$ cat config.mk
export PLATFORM = sky130hd
export DESIGN_NAME = dictionary_member_flag_parser_flat
export DESIGN_NICKNAME = d
export VERILOG_FILES = /design/src/hdl/dmfp_pkg.sv /design/src/hdl/dmfp_if.sv /design/src/hdl/dmfp_front.sv /design/src/hdl/dmfp_queue.sv /design/src/hdl/dmfp_back.sv /design/src/hdl/dictionary_member_flag_parser.sv /design/src/flat_wrapper.sv
export SDC_FILE = /design/constraint.sdc
export NUM_CORES = 1
export LEC_CHECK = 0
export BUFFER_PORTS_ARGS = -buffer_cell sky130_fd_sc_hd__buf_2
export CAP_MARGIN = 25
export CORE_MARGIN = 3
export CORE_UTILIZATION = 30
export DETAILED_ROUTE_END_ITERATION = 7
export PLACE_DENSITY = 0.5
export SYNTH_ARGS = -nofsm -noshare
export SYNTH_HDL_FRONTEND = slang
export SYNTH_HIERARCHICAL = 1
export SYNTH_SLANG_ARGS = --single-unit
$ cat constraint.sdc
create_clock -name i_clk -period 3.25 [get_ports i_clk]
set_input_delay 0 -clock i_clk [delete_from_list [all_inputs] [get_ports i_clk]]
set_output_delay 0 -clock i_clk [all_outputs]
set_load 0.05 [all_outputs]
$ cat src/hdl/dmfp_pkg.sv
// Shared types, parameters and byte constants for the dictionary member flag parser.
package dmfp_pkg;

    // Saturation bound of the inner-list nesting counter (1 to 255).
    localparam int MAX_NEST_DEPTH = 15;
    localparam int NEST_W         = $clog2(MAX_NEST_DEPTH + 1);

    // Depth of the queue between front and back.
    localparam int QUEUE_DEPTH = 2;
    localparam int QPTR_W      = (QUEUE_DEPTH > 1) ? $clog2(QUEUE_DEPTH) : 1;
    localparam int QCNT_W      = $clog2(QUEUE_DEPTH + 1);

    localparam int KEY_LEN = 17;
    localparam int KPOS_W  = $clog2(KEY_LEN + 1);

    localparam logic [7:0] KEY_TEXT [KEY_LEN] = '{
        "f", "o", "r", "c", "e", "-", "l", "o", "a", "d", "-", "a", "t", "-", "t", "o", "p"
    };

    localparam logic [7:0] CH_COMMA  = 8'h2C;
    localparam logic [7:0] CH_DQUOTE = 8'h22;
    localparam logic [7:0] CH_BSLASH = 8'h5C;
    localparam logic [7:0] CH_LPAREN = 8'h28;
    localparam logic [7:0] CH_RPAREN = 8'h29;
    localparam logic [7:0] CH_SEMI   = 8'h3B;
    localparam logic [7:0] CH_EQUAL  = 8'h3D;
    localparam logic [7:0] CH_QMARK  = 8'h3F;
    localparam logic [7:0] CH_ONE    = 8'h31;
    localparam logic [7:0] CH_ZERO   = 8'h30;
    localparam logic [7:0] CH_SPACE  = 8'h20;
    localparam logic [7:0] CH_TAB    = 8'h09;
    localparam logic [7:0] CH_LF     = 8'h0A;
    localparam logic [7:0] CH_VT     = 8'h0B;
    localparam logic [7:0] CH_FF     = 8'h0C;
    localparam logic [7:0] CH_CR     = 8'h0D;

    // Byte class as seen by the member parser.
    typedef enum logic [2:0] {
        CLS_SEP,
        CLS_SPACE,
        CLS_SEMI,
        CLS_EQUAL,
        CLS_QMARK,
        CLS_ONE,
        CLS_ZERO,
        CLS_OTHER
    } t_cls;

    typedef struct packed {
        logic [7:0] data;
        t_cls       cls;
        logic       last;
    } t_token;

    typedef enum logic [2:0] {
        PH_LEAD,
        PH_KEY,
        PH_WS,
        PH_EQ,
        PH_QM,
        PH_VAL,
        PH_DEAD
    } t_phase;

    typedef enum logic [1:0] {
        CAND_NONE,
        CAND_TRUE,
        CAND_FALSE
    } t_cand;

endpackage

$ cat src/hdl/dmfp_if.sv
// Valid/ready channel interfaces for header bytes and flag results.
interface dmfp_in_if;
    logic       valid;
    logic       ready;
    logic [7:0] header_byte;
    logic       last_byte;

    modport source (output valid, output header_byte, output last_byte, input ready);
    modport sink   (input valid, input header_byte, input last_byte, output ready);
endinterface

interface dmfp_out_if;
    logic valid;
    logic ready;
    logic load_at_top_flag;

    modport source (output valid, output load_at_top_flag, input ready);
    modport sink   (input valid, input load_at_top_flag, output ready);
endinterface

$ cat src/hdl/dmfp_front.sv
// Front end: tracks quoting and list nesting, classifies each byte into a token.
module dmfp_front (
    input  logic            i_clk,
    input  logic            i_rst_n,
    dmfp_in_if.sink         i_in,
    output logic            o_push_valid,
    input  logic            i_push_ready,
    output dmfp_pkg::t_token o_push_token
);
    import dmfp_pkg::*;

    logic              r_in_quote;
    logic              r_escape;
    logic [NEST_W-1:0] r_nest;
    logic              n_in_quote;
    logic              n_escape;
    logic [NEST_W-1:0] n_nest;
    logic              accept;
    logic              is_sep;
    t_cls              cls;

    assign accept       = i_in.valid && i_push_ready;
    assign i_in.ready   = i_push_ready;
    assign o_push_valid = i_in.valid;

    assign is_sep = !r_in_quote && (r_nest == '0) && (i_in.header_byte == CH_COMMA);

    always_comb begin
        if (is_sep) begin
            cls = CLS_SEP;
        end else begin
            unique case (i_in.header_byte) inside
                CH_SPACE, CH_TAB, CH_LF, CH_VT, CH_FF, CH_CR: cls = CLS_SPACE;
                CH_SEMI:  cls = CLS_SEMI;
                CH_EQUAL: cls = CLS_EQUAL;
                CH_QMARK: cls = CLS_QMARK;
                CH_ONE:   cls = CLS_ONE;
                CH_ZERO:  cls = CLS_ZERO;
                default:  cls = CLS_OTHER;
            endcase
        end
    end

    assign o_push_token = '{data: i_in.header_byte, cls: cls, last: i_in.last_byte};

    always_comb begin
        n_in_quote = r_in_quote;
        n_escape   = r_escape;
        n_nest     = r_nest;
        if (!is_sep) begin
            if (r_in_quote) begin
                if (r_escape) begin
                    n_escape = 1'b0;
                end else if (i_in.header_byte == CH_BSLASH) begin
                    n_escape = 1'b1;
                end else if (i_in.header_byte == CH_DQUOTE) begin
                    n_in_quote = 1'b0;
                end
            end else if (i_in.header_byte == CH_DQUOTE) begin
                n_in_quote = 1'b1;
            end else if (i_in.header_byte == CH_LPAREN) begin
                if (r_nest < NEST_W'(MAX_NEST_DEPTH)) begin
                    n_nest = r_nest + 1'b1;
                end
            end else if (i_in.header_byte == CH_RPAREN && r_nest != '0) begin
                n_nest = r_nest - 1'b1;
            end
        end
        // new header starts clean
        if (i_in.last_byte) begin
            n_in_quote = 1'b0;
            n_escape   = 1'b0;
            n_nest     = '0;
        end
    end

    always_ff @(posedge i_clk) begin
        if (!i_rst_n) begin
            r_in_quote <= 1'b0;
            r_escape   <= 1'b0;
            r_nest     <= '0;
        end else if (accept) begin
            r_in_quote <= n_in_quote;
            r_escape   <= n_escape;
            r_nest     <= n_nest;
        end
    end

    a_nest_bound: assert property (@(posedge i_clk) disable iff (!i_rst_n)
        r_nest <= NEST_W'(MAX_NEST_DEPTH))
        else $error("nesting count above bound");

    a_escape_in_quote: assert property (@(posedge i_clk) disable iff (!i_rst_n)
        r_escape |-> r_in_quote)
        else $error("escape pending outside a quoted string");

endmodule

$ cat src/hdl/dmfp_queue.sv
// Short token queue decoupling the front end from the member parser.
module dmfp_queue (
    input  logic             i_clk,
    input  logic             i_rst_n,
    input  logic             i_push_valid,
    output logic             o_push_ready,
    input  dmfp_pkg::t_token i_push_token,
    output logic             o_pop_valid,
    input  logic             i_pop_ready,
    output dmfp_pkg::t_token o_pop_token
);
    import dmfp_pkg::*;

    t_token            r_mem [QUEUE_DEPTH];
    logic [QPTR_W-1:0] r_wr_ptr;
    logic [QPTR_W-1:0] r_rd_ptr;
    logic [QCNT_W-1:0] r_count;
    logic              push;
    logic              pop;

    function automatic logic [QPTR_W-1:0] f_ptr_next(input logic [QPTR_W-1:0] p);
        return (p == QPTR_W'(QUEUE_DEPTH - 1)) ? '0 : p + 1'b1;
    endfunction

    assign o_push_ready = (r_count != QCNT_W'(QUEUE_DEPTH));
    assign o_pop_valid  = (r_count != '0);
    assign o_pop_token  = r_mem[r_rd_ptr];
    assign push         = i_push_valid && o_push_ready;
    assign pop          = i_pop_ready && o_pop_valid;

    always_ff @(posedge i_clk) begin
        if (push) begin
            r_mem[r_wr_ptr] <= i_push_token;
        end
    end

    always_ff @(posedge i_clk) begin
        if (!i_rst_n) begin
            r_wr_ptr <= '0;
            r_rd_ptr <= '0;
            r_count  <= '0;
        end else begin
            if (push) begin
                r_wr_ptr <= f_ptr_next(r_wr_ptr);
            end
            if (pop) begin
                r_rd_ptr <= f_ptr_next(r_rd_ptr);
            end
            if (push && !pop) begin
                r_count <= r_count + 1'b1;
            end else if (pop && !push) begin
                r_count <= r_count - 1'b1;
            end
        end
    end

endmodule

$ cat src/hdl/dmfp_back.sv
// Back end: per-member key match and value parse, flag update, result register.
module dmfp_back (
    input  logic             i_clk,
    input  logic             i_rst_n,
    input  logic             i_pop_valid,
    output logic             o_pop_ready,
    input  dmfp_pkg::t_token i_pop_token,
    dmfp_out_if.source       o_out
);
    import dmfp_pkg::*;

    t_phase            r_phase;
    t_phase            n_phase;
    logic [KPOS_W-1:0] r_key_pos;
    logic [KPOS_W-1:0] n_key_pos;
    t_cand             r_cand;
    t_cand             n_cand;
    logic              r_flag;
    logic              n_flag;
    logic              r_out_valid;
    logic              r_out_flag;
    logic              final_flag;
    logic              pop;

    // Flag value after closing a member in the given state.
    function automatic logic f_end_flag(input t_phase ph, input logic [KPOS_W-1:0] pos,
                                        input t_cand cand, input logic flag);
        logic res;
        res = flag;
        if (ph == PH_KEY && pos == KPOS_W'(KEY_LEN)) begin
            res = 1'b1;
        end else if ((ph == PH_VAL || ph == PH_WS) && cand != CAND_NONE) begin
            res = (cand == CAND_TRUE);
        end
        return res;
    endfunction

    assign o_pop_ready = !i_pop_token.last || !r_out_valid || o_out.ready;
    assign pop         = i_pop_valid && o_pop_ready;

    always_comb begin
        n_phase   = r_phase;
        n_key_pos = r_key_pos;
        n_cand    = r_cand;
        n_flag    = r_flag;
        if (i_pop_token.cls == CLS_SEP) begin
            n_flag    = f_end_flag(r_phase, r_key_pos, r_cand, r_flag);
            n_phase   = PH_LEAD;
            n_key_pos = '0;
            n_cand    = CAND_NONE;
        end else begin
            unique case (r_phase) inside
                PH_LEAD, PH_KEY: begin
                    if (r_phase == PH_LEAD && i_pop_token.cls == CLS_SPACE) begin
                        n_phase = PH_LEAD;
                    end else if (r_key_pos < KPOS_W'(KEY_LEN)) begin
                        // key position is zero while in the leading phase
                        if (i_pop_token.data == KEY_TEXT[r_key_pos]) begin
                            n_key_pos = r_key_pos + 1'b1;
                            n_phase   = PH_KEY;
                        end else begin
                            n_phase = PH_DEAD;
                        end
                    end else begin
                        case (i_pop_token.cls)
                            CLS_SEMI: begin
                                n_flag  = 1'b1;
                                n_phase = PH_DEAD;
                            end
                            CLS_EQUAL: n_phase = PH_EQ;
                            CLS_SPACE: begin
                                n_cand  = CAND_TRUE;
                                n_phase = PH_WS;
                            end
                            default: n_phase = PH_DEAD;
                        endcase
                    end
                end
                PH_WS: begin
                    if (i_pop_token.cls != CLS_SPACE) begin
                        n_phase = PH_DEAD;
                    end
                end
                PH_EQ: n_phase = (i_pop_token.cls == CLS_QMARK) ? PH_QM : PH_DEAD;
                PH_QM: begin
                    case (i_pop_token.cls)
                        CLS_ONE: begin
                            n_cand  = CAND_TRUE;
                            n_phase = PH_VAL;
                        end
                        CLS_ZERO: begin
                            n_cand  = CAND_FALSE;
                            n_phase = PH_VAL;
                        end
                        default: n_phase = PH_DEAD;
                    endcase
                end
                PH_VAL: begin
                    case (i_pop_token.cls)
                        CLS_SEMI: begin
                            n_flag  = (r_cand == CAND_TRUE);
                            n_phase = PH_DEAD;
                        end
                        CLS_SPACE: n_phase = PH_WS;
                        default:   n_phase = PH_DEAD;
                    endcase
                end
                default: n_phase = PH_DEAD;
            endcase
        end
        final_flag = f_end_flag(n_phase, n_key_pos, n_cand, n_flag);
    end

    always_ff @(posedge i_clk) begin
        if (!i_rst_n) begin
            r_phase   <= PH_LEAD;
            r_key_pos <= '0;
            r_cand    <= CAND_NONE;
            r_flag    <= 1'b0;
        end else if (pop) begin
            if (i_pop_token.last) begin
                r_phase   <= PH_LEAD;
                r_key_pos <= '0;
                r_cand    <= CAND_NONE;
                r_flag    <= 1'b0;
            end else begin
                r_phase   <= n_phase;
                r_key_pos <= n_key_pos;
                r_cand    <= n_cand;
                r_flag    <= n_flag;
            end
        end
    end

    always_ff @(posedge i_clk) begin
        if (!i_rst_n) begin
            r_out_valid <= 1'b0;
        end else if (pop && i_pop_token.last) begin
            r_out_valid <= 1'b1;
        end else if (o_out.ready) begin
            r_out_valid <= 1'b0;
        end
    end

    always_ff @(posedge i_clk) begin
        if (pop && i_pop_token.last) begin
            r_out_flag <= final_flag;
        end
    end

    assign o_out.valid            = r_out_valid;
    assign o_out.load_at_top_flag = r_out_flag;

    a_last_gives_word: assert property (@(posedge i_clk) disable iff (!i_rst_n)
        (pop && i_pop_token.last) |=> r_out_valid)
        else $error("last byte consumed without a result word");

    a_header_restart: assert property (@(posedge i_clk) disable iff (!i_rst_n)
        (pop && i_pop_token.last) |=> (r_phase == PH_LEAD && !r_flag))
        else $error("member state not cleared after last byte");

    a_lead_clean: assert property (@(posedge i_clk) disable iff (!i_rst_n)
        (r_phase == PH_LEAD) |-> (r_key_pos == '0 && r_cand == CAND_NONE))
        else $error("leading phase with stale key position or candidate");

endmodule

$ cat src/hdl/dictionary_member_flag_parser.sv
// Top level: front classifier, token queue and member parser of the flag parser.
// Throughput: one byte per cycle; front and back take one word a cycle while no result waits.
// Result: the last byte's token passes through the token queue and is popped into the result
//   register, which sets the result word valid.
// A waiting result holds a following last byte at the queue head; the two-entry queue
//   then fills and stalls the input.
// Reset: synchronous, active low; clears quoting, nesting, member state, queue and result.
module dictionary_member_flag_parser (
    input  logic       i_clk,
    input  logic       i_rst_n,
    dmfp_in_if.sink    i_in,
    dmfp_out_if.source o_out
);
    import dmfp_pkg::*;

    logic   push_valid;
    logic   push_ready;
    t_token push_token;
    logic   pop_valid;
    logic   pop_ready;
    t_token pop_token;

    dmfp_front u_front (
        .i_clk        (i_clk),
        .i_rst_n      (i_rst_n),
        .i_in         (i_in),
        .o_push_valid (push_valid),
        .i_push_ready (push_ready),
        .o_push_token (push_token)
    );

    dmfp_queue u_queue (
        .i_clk        (i_clk),
        .i_rst_n      (i_rst_n),
        .i_push_valid (push_valid),
        .o_push_ready (push_ready),
        .i_push_token (push_token),
        .o_pop_valid  (pop_valid),
        .i_pop_ready  (pop_ready),
        .o_pop_token  (pop_token)
    );

    dmfp_back u_back (
        .i_clk       (i_clk),
        .i_rst_n     (i_rst_n),
        .i_pop_valid (pop_valid),
        .o_pop_ready (pop_ready),
        .i_pop_token (pop_token),
        .o_out       (o_out)
    );

endmodule

$ cat src/flat_wrapper.sv
// flat-port wrapper written by rule: the top's interface ports become plain ports
module dictionary_member_flag_parser_flat import dmfp_pkg::*;
  (i_clk, i_rst_n, i_in_valid, i_in_header_byte, i_in_last_byte, i_in_ready, o_out_valid, o_out_load_at_top_flag, o_out_ready);
  dmfp_in_if i_in_i ();
  dmfp_out_if o_out_i ();
  input  logic i_clk;
  input  logic i_rst_n;
  input wire logic [$bits(i_in_i.valid)-1:0] i_in_valid;
  input wire logic [$bits(i_in_i.header_byte)-1:0] i_in_header_byte;
  input wire logic [$bits(i_in_i.last_byte)-1:0] i_in_last_byte;
  output wire logic [$bits(i_in_i.ready)-1:0] i_in_ready;
  output wire logic [$bits(o_out_i.valid)-1:0] o_out_valid;
  output wire logic [$bits(o_out_i.load_at_top_flag)-1:0] o_out_load_at_top_flag;
  input wire logic [$bits(o_out_i.ready)-1:0] o_out_ready;
  assign i_in_i.valid = i_in_valid;
  assign i_in_i.header_byte = i_in_header_byte;
  assign i_in_i.last_byte = i_in_last_byte;
  assign i_in_ready = i_in_i.ready;
  assign o_out_valid = o_out_i.valid;
  assign o_out_load_at_top_flag = o_out_i.load_at_top_flag;
  assign o_out_i.ready = o_out_ready;
  dictionary_member_flag_parser u_core (.i_clk(i_clk), .i_rst_n(i_rst_n), .i_in(i_in_i), .o_out(o_out_i));
endmodule
# Yosys cells after proc, flatten, opt, wreduce, memory -nomap -nowiden

Memory sizes are Yosys's and may differ from the RTL's. A register that Yosys moved wholly into a read port is not among the register bits.
Index checks and enable logic that the tools add are counted.

$add $sub $neg: 7
Multiply operators: 0
Divide/modulo/power cells: 0
Order comparisons: 3
Equal/unequal tests: 41
Shift-type cells: 0
Mux-type cells: 67
Bitwise logic cells: 1
Reduce and logical (&&, ||, !) cells: 39

Operators by type and width:

| cell                                                                  | count |
|---|---|
| 8-bit by 6-bit equality test with 1-bit output, second input constant | 10 |
| 8-bit by 4-bit equality test with 1-bit output, second input constant | 5 |
| 5-bit two-way mux                                                     | 6 |
| 1-bit two-way mux                                                     | 29 |
| 4-bit two-way mux                                                     | 7 |
| 3-bit two-way mux                                                     | 8 |
| 3-bit equality test, second input constant                            | 6 |
| 2-bit two-way mux                                                     | 9 |
| 3-bit case mux with 6 select lines                                    | 1 |
| 8-bit two-way mux                                                     | 2 |
| 3-bit by 2-bit equality test with 1-bit output, second input constant | 5 |
| 3-bit case mux with 5 select lines                                    | 1 |
| 1-bit logical AND                                                     | 13 |
| 2-bit nonzero test                                                    | 6 |
| 5-bit equality test, second input constant                            | 2 |
| 3-bit by 1-bit equality test with 1-bit output, second input constant | 3 |
| 8-bit by 7-bit equality test with 1-bit output, second input constant | 1 |
| 8-bit equality test                                                   | 1 |
| 2-bit != test, second input constant                                  | 4 |
| 2-bit case mux with 2 select lines                                    | 2 |
| 6-bit greater-or-equal comparator, second input constant              | 1 |
| 3-bit logical NOT                                                     | 2 |
| 5-bit inverter with 6-bit output                                      | 1 |
| 3-bit case mux with 2 select lines                                    | 1 |
| other kinds (22)                                                      | 32 |

Bits in registers: 23
Latch bits: 0
Bits in writable memories: 24
ROM bits: 256
Output and inout port bits: 3
Memories kept: 2

Memories:

| name                 | words | bits a word | rd ports | clocked after Yosys merged registers in | write ports | RTL line         | RTL |
|---|---|---|---|---|---|---|---|
| (name not given)     | 32    | 8           | 1        | 0                                       | 0           | dmfp_back.sv:58  | `if (i_pop_token.data == KEY_TEXT[r_key_pos]) begin` |
| u_core.u_queue.r_mem | 2     | 12          | 1        | 1                                       | 1           | dmfp_queue.sv:14 | `t_token r_mem [QUEUE_DEPTH];` |

# Depth between registers and ports, before layout

Word-level depth: 14
Mapped depth: 12

# Cells and area by module

The synthesis kept the hierarchy.

By module, submodules not included:

| module     | times used | cells an instance | area each (sq um) | sequential area each (sq um) |
|---|---|---|---|---|
| dmfp_back  | 1          | 195               | 1405.1            | 270.3 |
| dmfp_queue | 1          | 61                | 1103.6            | 820.8 |
| dmfp_front | 1          | 93                | 780.7             | 120.1 |

# Worst setup path before layout

OpenSTA, ideal clock, no wires.

Path kind: register to register
Start: reg (tool-made name)
End: reg u_core.u_back.r_out_flag, in the netlist u_core/u_back/o_out.load_at_top_flag (data pin)
Setup time: 169 ps
Arrival: 2752 ps
Required time: 3081 ps
Setup slack: 329 ps
Stages on the path, launching flop included: 11
Period minus slack after synthesis: 2921 ps
Path through: dfxtp_1 -> buf_2 -> mux2_2 -> or3b_4 -> or4_1 -> a21oi_2 -> nor2_1 -> a221o_1 -> a21o_1 -> a221o_1 -> o31ai_1

RTL lines:

| item                 | RTL line         | RTL |
|---|---|---|
| to (signal assigned) | dmfp_back.sv:147 | `r_out_flag <= final_flag;` |
| to (decl)            | dmfp_back.sv:21  | `logic r_out_flag;` |

==> results_dict.tcl <==
set metrics [dict create \
    cts.reportedPaths.clkPinSlew_ns 0.10 \
    cp-start-kind "flop" \
    clock_skew_ns 0.007983 \
    rows 37 \
    setup_viol 0 \
    critPathCaptureType "flop" \
    grt_overflow 0 \
    ir_drop_mv 0.1856 \
    setup_tns_ns 0 \
    postRouteAntennaNets 0 \
    grt_pass1_wl_um 12550 \
    die-area_um2 12260 \
    clock-root-buffer "clkbuf_8" \
    grt_pass1_vias 2547 \
    ys_seq_area_share_pct 36.82 \
    ys_top_cells_by_count "25 x edfxtp_1, 23 x dfxtp_1, 23 x nor2_1, 22 x a21oi_1, 20 x nand2_1" \
    wirelength_um 7363 \
    dpl.hpwl_um 5311 \
    netSwitchingFraction_pct 37.19 \
    min-delay-start "o_out_ready" \
    layout_setup_ws_ns 0.2970 \
    syn_area_per_cell_um2 9.425 \
    period_minus_slack_ns 2.953 \
    synth.distinct_cells 79 \
    die_y_um 110.7 \
    synth_area_um2 3289 \
    cts_buffers 5 \
    power.leakage_nw 1.249 \
    final_nets 374 \
    globalplace.congestion 0.8667 \
    cts_sinks 48 \
    timing.reg2reg.worst_path_depth 9 \
    finalNonFillerCells 492 \
    hold_end "u_core/u_back/o_out.valid$_SDFFE_PN0P_" \
    synth_area_leaders "edfxtp_1 23%, dfxtp_1 14%, mux2_2 4.5%, buf_4 3.4%, a21oi_1 3.3%" \
    clock_latency_ns 0.30 \
    tightest_slew_ns 0.5713 \
    async_flop_share_pct 0 \
    synth_seq_cells 48 \
    drt_iter0_drc 179 \
    status "completed" \
    yosys.area.top_type "edfxtp_1" \
    die_x_um 110.7 \
    placed_cells 479 \
    place_ws_ns 0.2281 \
    fin_crit_sh_pct 90.86 \
    synth_top_area_share_pct 22.82 \
    required_ns 3.39 \
    synth_flop_cell "edfxtp_1" \
    grt_max_degree 17 \
    design.core.area_um2 10510 \
    yosysMostFrequentCell "edfxtp_1" \
    antenna_cells 0 \
    synth_edf_count 25 \
    p_clk_share_pct 22.3 \
    p_comb_share_pct 38.5 \
    area_growth_pct 7.950 \
    portBuffers 15 \
    cts_tree "yes" \
    hp-class "input port to flop" \
    max_cap_viol_count 0 \
    htree_levels 2 \
    fmax_ghz 0.3386 \
    power_density_nw_per_um2 567.9 \
    synth_cells 349 \
    slew_violations 0 \
    hold_depth 3 \
    ios 16 \
    seq_power_share_pct 39.2 \
    drtPass1Iterations 4 \
    r2r_end "u_core/u_back/o_out.load_at_top_flag$_SDFFCE_PP1P_" \
    initial_core_util_pct 31.30 \
    power_switching_mw 0.7500 \
    synth.net_count 368 \
    layout-drive-gt1-share_pct 19.94 \
    ys_warn_count 6 \
    hold_violations 0 \
    cts_buffer_depth 2 \
    drc 0 \
    wire_per_inst_um 14.97 \
    ff2ff_setup_slack_ns 0.30 \
    viasPerCell 5.451 \
    rsz0062_at_grt "no" \
    crit_arrival_ns 3.09 \
    final_util_pct 33.79 \
    critPathKind "flop to flop" \
    via_count 2682 \
    max-slew-margin-rel_pct 61.91 \
    antenna_found_initial 0 \
    grt_use_total_pct 12.05 \
    p_int_mw 1.267 \
    worstPathMaxFanout 10 \
]
## cell families (layout without fill, tap and decap cells)
logic type      Yosys count  after routing  share of synthesized area [%]
fa+ha+maj                 6              6                          2.282
simple gates            134            134                          25.29
mux                      17             17                          5.668
xor+xnor                 10             10                          2.663
compound gates           95             95                          19.93
flops                    48             48                          36.82
buf+inv                  39             46                          7.341
## cell usage in the layout (no fill, tap or decap), types with 5 or more instances in the layout
cell,synthesis,final
buf_2,2,15
o22ai_1,5,5
xnor2_1,7,7
edfxtp_1,25,25
inv_1,13,13
dfxtp_1,23,22
clkbuf_8,2,5
nand2_1,20,20
and2_1,9,9
mux2_2,13,13
buf_4,15,6
ha_1,6,6
nand3_1,5,5
nand2b_1,6,6
and3_1,6,6
nor2_1,23,23
nor2b_1,7,7
a21oi_1,22,22
o21ai_0,17,17
nor3_1,11,11
nand4_1,8,8
## worst max path at each step
stage                                                    endpoint                                     from  depth (start not counted)
5_1_grt        u_core/u_back/o_out.load_at_top_flag$_SDFFCE_PP1P_                                     flop                         10
6_report       u_core/u_back/o_out.load_at_top_flag$_SDFFCE_PP1P_                                     flop                          9
3_3_place_gp   u_core/u_back/o_out.load_at_top_flag$_SDFFCE_PP1P_  u_core/u_back/r_key_pos[1]$_SDFFE_PN0P_                         10
4_1_cts        u_core/u_back/o_out.load_at_top_flag$_SDFFCE_PP1P_  u_core/u_back/r_key_pos[1]$_SDFFE_PN0P_                         10
2_1_floorplan  u_core/u_back/o_out.load_at_top_flag$_SDFFCE_PP1P_                                     flop                         10
3_5_place_dp   u_core/u_back/o_out.load_at_top_flag$_SDFFCE_PP1P_  u_core/u_back/r_key_pos[1]$_SDFFE_PN0P_                         10
## power groups by stage
| stage | clock network [mW] | logic [mW] | registers [mW] |
|---|---|---|---|
| finish | 0.450 | 0.776 | 0.791 |
| global route | 0.489 | 0.861 | 0.804 |
| CTS | 0.469 | 0.775 | 0.791 |
| detailed placement | 0 | 0.767 | 0.805 |
| global placement | 0 | 0.766 | 0.804 |
| floorplan | 0 | 0.619 | 0.790 |
## worst max-delay path: stages (launching register included)
cell     delay [ns]
dfxtp_1        0.42
mux2_2         0.44
or3b_4         0.42
or4_1          0.50
a21oi_2        0.16
nor2_1         0.05
a221o_1        0.28
a21o_1         0.16
a221o_1        0.29
o31ai_1        0.07
## metrics by stage
stage               hold WS (ns)  total power [mW]  instance area [um2]
floorplan                 0.1175             1.409                 3289
global placement          0.2748             1.569                 3379
detailed placement        0.2805             1.572                 3379
CTS                      0.01712             2.035                 3536
global route             0.02748             2.154                 3551
finish                   0.02372             2.017                 3551
## registers in the layout, indices dropped and copies added, names as in the netlist, named ones only
register                              flops
u_core/u_front/r_nest                     4
u_core/u_queue/r_mem                     24
u_core/u_back/r_cand                      2
u_core/u_back/o_out.valid                 1
u_core/u_queue/r_rd_ptr                   1
u_core/u_back/r_phase                     3
u_core/u_front/r_in_quote                 1
u_core/u_front/r_escape                   1
u_core/u_back/r_flag                      1
u_core/u_queue/r_wr_ptr                   1
u_core/u_queue/r_count                    2
u_core/u_back/r_key_pos                   5
u_core/u_back/o_out.load_at_top_flag      1
## layout make-up
class                      count  area [um2]
clock inverter                 3       47.55
timing repair buffer          25       160.2
fill                        1092        6958
inverter                      13       48.80
tap                          136       170.2
sequential                    48        1212
multi-input combinational    262        1843
clock buffer                   5       68.82
## routing by layer
layer	vias up	share of wire, %	global-route usage (%)
li1	1309	-	-
met1	1273	47	16.79
met2	85	46	18.77
met3	15	4.8	2.129
met4	0	1.9	4.187
met5	-	0	0
## repair_timing
action / 4_1_cts / 5_1_grt
hold buffers: 4 / 0
endpoints found under the hold margin: 8 / 0
setup endpoints to repair: 0 / 1
setup buffers: 0 / 1
gates resized for setup: 0 / 2
Power figures use the tool's default switching activity.
